===== src/rtl/qbvg_pkg.sv =====
// Package for the quad batch vertex generator.
// Holds shared widths, request codes and the sine polynomial coefficients.
// No dependencies.
`timescale 1ns / 1ps
package qbvg_pkg;

	// Operand width of the shared signed multiplier.
	localparam int MUL_W = 33;

	// Indices added to the batch for each quad.
	localparam int INDEX_PER_QUAD = 6;

	// Tiling factor used by fill quads, 1.0 in Q8.8.
	localparam logic [15:0] TILING_ONE = 16'h0100;

	// Seed term of the quarter-wave sine polynomial in Q30.
	localparam logic [31:0] POLY_SEED = 32'd172274;

	// Request codes carried on the mode field.
	typedef enum logic [1:0] {
		MODE_BEGIN   = 2'd0,
		MODE_FILL    = 2'd1,
		MODE_TEXTURE = 2'd2,
		MODE_END     = 2'd3
	} mode_t;

	// Result kinds.
	localparam logic KIND_VERTEX = 1'b0;
	localparam logic KIND_FLUSH  = 1'b1;

	// Horner coefficients of the sine polynomial, highest order first.
	function automatic logic [31:0] poly_coef(input logic [2:0] k);
		logic [31:0] c;
		case (k)
			3'd0:    c = 32'd5026993;
			3'd1:    c = 32'd85569306;
			3'd2:    c = 32'd693598668;
			3'd3:    c = 32'd1686629713;
			default: c = 32'd0;
		endcase
		return c;
	endfunction

endpackage


===== src/rtl/qbvg_mul.sv =====
// Shared signed multiplier with a registered product.
// Depends on qbvg_pkg for the operand width.
`timescale 1ns / 1ps
module qbvg_mul import qbvg_pkg::*; (
	input  logic                        clk,
	input  logic signed [MUL_W-1:0]     op_a,
	input  logic signed [MUL_W-1:0]     op_b,
	output logic signed [2*MUL_W-1:0]   prod
);

	// One product per cycle, registered before anyone uses it.
	always_ff @(posedge clk) begin
		prod <= op_a * op_b;
	end

endmodule


===== config.mk =====
export PLATFORM = sky130hd
export DESIGN_NAME = qbvg_mul
export DESIGN_NICKNAME = d
export VERILOG_FILES = /design/src/rtl/qbvg_pkg.sv /design/src/rtl/qbvg_mul.sv
export SDC_FILE = /design/constraint.sdc
export NUM_CORES = 2
export LEC_CHECK = 0
export ABC_AREA = 1
export BUFFER_PORTS_ARGS = -buffer_cell sky130_fd_sc_hd__clkbuf_2
export CORE_ASPECT_RATIO = 1.1
export CORE_MARGIN = 8
export CORE_UTILIZATION = 55
export DETAILED_ROUTE_END_ITERATION = 10
export HOLD_SLACK_MARGIN = 0.15
export PLACE_DENSITY_LB_ADDON = 0.08
export SLEW_MARGIN = 25
export SYNTH_ARGS = -nofsm -noshare
export SYNTH_HDL_FRONTEND = slang
export SYNTH_SLANG_ARGS = --single-unit

===== constraint.sdc =====
create_clock -name clk -period 12.3 [get_ports clk]
set_clock_uncertainty 0.15 [all_clocks]
set_input_delay 0.615 -clock clk [delete_from_list [all_inputs] [get_ports clk]]
set_output_delay 0.615 -clock clk [all_outputs]
set_load 0.02 [all_outputs]

## Yosys cells after proc, flatten, opt, wreduce, memory -nomap -nowiden

Index checks and enable logic that the tools add are counted.

- Add/sub/neg operators: 0
- Multiply operators: 1
- Div/mod/pow operators: 0
- $lt $le $gt $ge: 0
- Eq/ne operators: 0
- Shifts and indexed selects: 0
- Muxes and demuxes: 0
- Bitwise logic cells: 0
- Reduce and logical (&&, ||, !) cells: 0

Operators by type and width:

| operator | count |
|---|---|
| 33-bit by 33-bit multiplier with 66-bit output | 1 |

- Register bits after elaboration: 66
- Latch bits: 0
- RAM bits: 0
- Memory bits (read-only): 0
- Input port bits: 67
- Output and inout bits: 66
- Memories: 0

## Longest topological paths before layout

- Word-level depth: 1
- Gate-level depth with buffers: 34

## Least setup slack after synthesis

No wires, ideal clock.

- Kind: input -> register
- Start point: in op_a[32]
- End point: reg prod[60]
- Library setup time: 0.113 ns
- Data arrival time: 7.258 ns
- Slack: 4.779 ns
- Stages: 23
- Cell sequence: clkbuf_1 -> clkbuf_1 -> nand2_1 -> inv_1 -> fa_1 -> fa_1 -> fa_1 -> fa_1 -> inv_1 -> fa_1 -> fa_1 -> fa_1 -> fa_1 -> inv_1 -> ha_1 -> nand2_1 -> nor2_1 -> inv_1 -> nor3_1 -> nand2_1 -> and2_0 -> nand4_1 -> nand2_1

- Longest elaborated chain between the ends: 1

Ends and longest elaborated chain:

| element | line | source |
|---|---|---|
| start, declared | qbvg_mul.sv:6 | `input logic signed [MUL_W-1:0] op_a,` |
| 33-bit by 33-bit multiplier with 66-bit output | qbvg_mul.sv:13 | `prod <= op_a * op_b;` |
| end signal, assigned | qbvg_mul.sv:13 |  |
| end, declared | qbvg_mul.sv:8 | `output logic signed [2*MUL_W-1:0] prod` |

No other way between the ends.

## Final worst setup path

- Start point: in op_a[32]
- End point: reg prod[64]

Same word-level chain as after synthesis.

==> flow_summary.json <==
{
  "cts_tree": "built",
  "rsz0062_at_grt": "no",
  "yosys_warnings": 0,
  "crit_fanout": 33,
  "setup.worst_path.start": "op_a[32]",
  "synth_cells": 5543,
  "critPathKind": "in2reg",
  "max_freq_mhz": 118.8,
  "cp-start-kind": "primary input",
  "hp-start": "op_b[0]",
  "dr.pass1.iters": 5,
  "hold_path.class": "in2reg",
  "drive_above_1_share": 0.04519,
  "slew_headroom": 0.2800,
  "final_cell_mix": "inv_1 (1,894), nand2_1 (1,517), fa_1 (1,145), ha_1 (217), nor2_1 (131)",
  "avgViaCountPerCell": 4.991,
  "grt_usage": 0.2872,
  "tightest_slew_ns": 1.080,
  "setup_viol": 0,
  "top_register": "prod",
  "htree_levels": 3,
  "cts_hold_buf": 0,
  "largestRegisters": "prod: 66 flops",
  "die-width_um": 283.1,
  "syn_to_final_growth_pct": 3.573,
  "grt.overflow.total": 0,
  "crit_path_end_kind": "register",
  "cts_sinks": 66,
  "synth.avg_cell_area_um2": 7.789,
  "dp_hpwl_mm": 100.4,
  "clockBufferDepth": 2,
  "num_rows": 107,
  "numCtsBuffers": 9,
  "final_common_cell": "inv_1",
  "met2WireLength_mm": 63.04,
  "cts.repair.resized": 0,
  "fin_crit_sh": 0.6843,
  "hold_viol_final": 0,
  "grt_max_degree": 35,
  "synth.distinct_cells": 35,
  "vias": 32460,
  "synth_nets": 6972,
  "highest_layer": "met5",
  "synth_seq_cells": 66,
  "die-area_um2": 87730,
  "antenna_found_initial": 7,
  "yosysSeqAreaShare": 0.03060,
  "synth-edff-count": 0,
  "cts-root-buf": "clkbuf_16",
  "place.gp.congestion": 0.9748,
  "io_pins": 133,
  "die_height_um": 309.9,
  "cts_setup_buffers": 0,
  "min_period_ns": 8.417,
  "routed_wl_mm": 120.7,
  "largest_reg_flops": 66,
  "drv_cap": 0,
  "async_reset_ff_frac": 0,
  "wl_met3_mm": 5.813,
  "synthFlopType": "dfxtp_1",
  "first_global_vias": 36220,
  "ant_nets": 0,
  "path_clk_slew_ns": 0.06,
  "grt_pass1_wl_mm": 197.9,
  "cp.required_ns": 12.39,
  "drt-met1-wl_mm": 47.23,
  "critPathArrivalTime_ns": 8.51,
  "drtIter0Drc": 1924,
  "final_core_util": 0.5759,
  "io_buffers": 132,
  "drcViolationCount": 0,
  "outcome": "completed",
  "fin_tns_setup_ns": 0,
  "core_area_um2": 77650,
  "detail_route.wl_per_cell_um": 18.56,
  "slew_viol_final": 0,
  "initial_core_util": 0.5560,
  "final_nets": 6890,
  "synthesis.area_um2": 43170
}
[metrics by stage]
| step | instances | hold WS (ns) | cell area, µm² | setup slack [ns] |
|---|---|---|---|---|
| after floorplan | 5543 | 0.7286 | 43170 | 4.779 |
| after global placement | 6485 | 0.8844 | 44430 | 3.623 |
| after detailed placement | 6485 | 0.8832 | 44430 | 3.543 |
| after CTS | 6501 | 0.6485 | 44710 | 3.895 |
| after global routing | 6501 | 0.7058 | 44710 | 3.443 |
| final | 6504 | 0.6643 | 44720 | 3.883 |
[path summary, 6_finish.rpt]
path / endpoint / slack (ns) / depth (start not counted)
max: prod[64] / 3.88 / 21
min: prod[0] / 0.66 / 4
[worst max-delay path, cell delays in order]
cell	delay [ns]
clkbuf_2	0.61
nand2_1	0.19
inv_1	0.18
fa_1	0.51
fa_1	0.64
fa_1	0.76
fa_1	1.28
fa_1	0.58
fa_1	0.50
fa_1	0.49
inv_1	0.05
fa_1	0.47
inv_1	0.04
ha_1	0.44
nand2_1	0.14
nor2_1	0.23
nand2_1	0.22
nor4_1	0.30
nand2_1	0.11
nand3_1	0.09
nand2_1	0.05
[synthesized netlist by cell type (all sizes together), types with 6 or more instances]
cell,n,area (µm²)
a21oi,65,340.3
clkbuf,262,983.4
dfxtp,66,1321
fa,1145,22920
ha,217,2715
inv,1895,7113
nand2,1534,5801
nand3,78,430.4
nand4,19,118.9
nor2,154,650.6
nor3,8,45.04
o21ai,23,118.9
o21bai,14,105.1
or2,6,37.54
xor2,37,324.1
[final cells by class]
| cell class | count | area, µm² |
|---|---|---|
| Timing Repair Buffer | 170 | 945.9 |
| Antenna cell | 3 | 7.507 |
| Clock buffer | 10 | 239.0 |
| Tap cell | 1035 | 1295 |
| Inverter | 1895 | 7113 |
| Fill cell | 7536 | 32930 |
| Sequential cell | 66 | 1321 |
| Clock inverter | 6 | 42.54 |
| Multi-Input combinational cell | 3319 | 33750 |
[metal layers]
layer  vias up  track usage
li1      14810            -
met1     16460       0.3469
met2       915       0.5387
met3       267      0.02715
met4         6      0.09351
met5         -            0
[logic make-up after synthesis]
| logic type | share of synthesized area |
|---|---|
| flops | 0.03060 |
| fa+ha+maj | 0.5938 |
| simple gates | 0.1659 |
| compound gates | 0.01377 |
| xor+xnor | 0.008317 |
| buf+inv | 0.1876 |
Power is left out: the tool's default activity adds up to more than one toggle a clock period on the data nets, which glitch-free logic cannot reach.
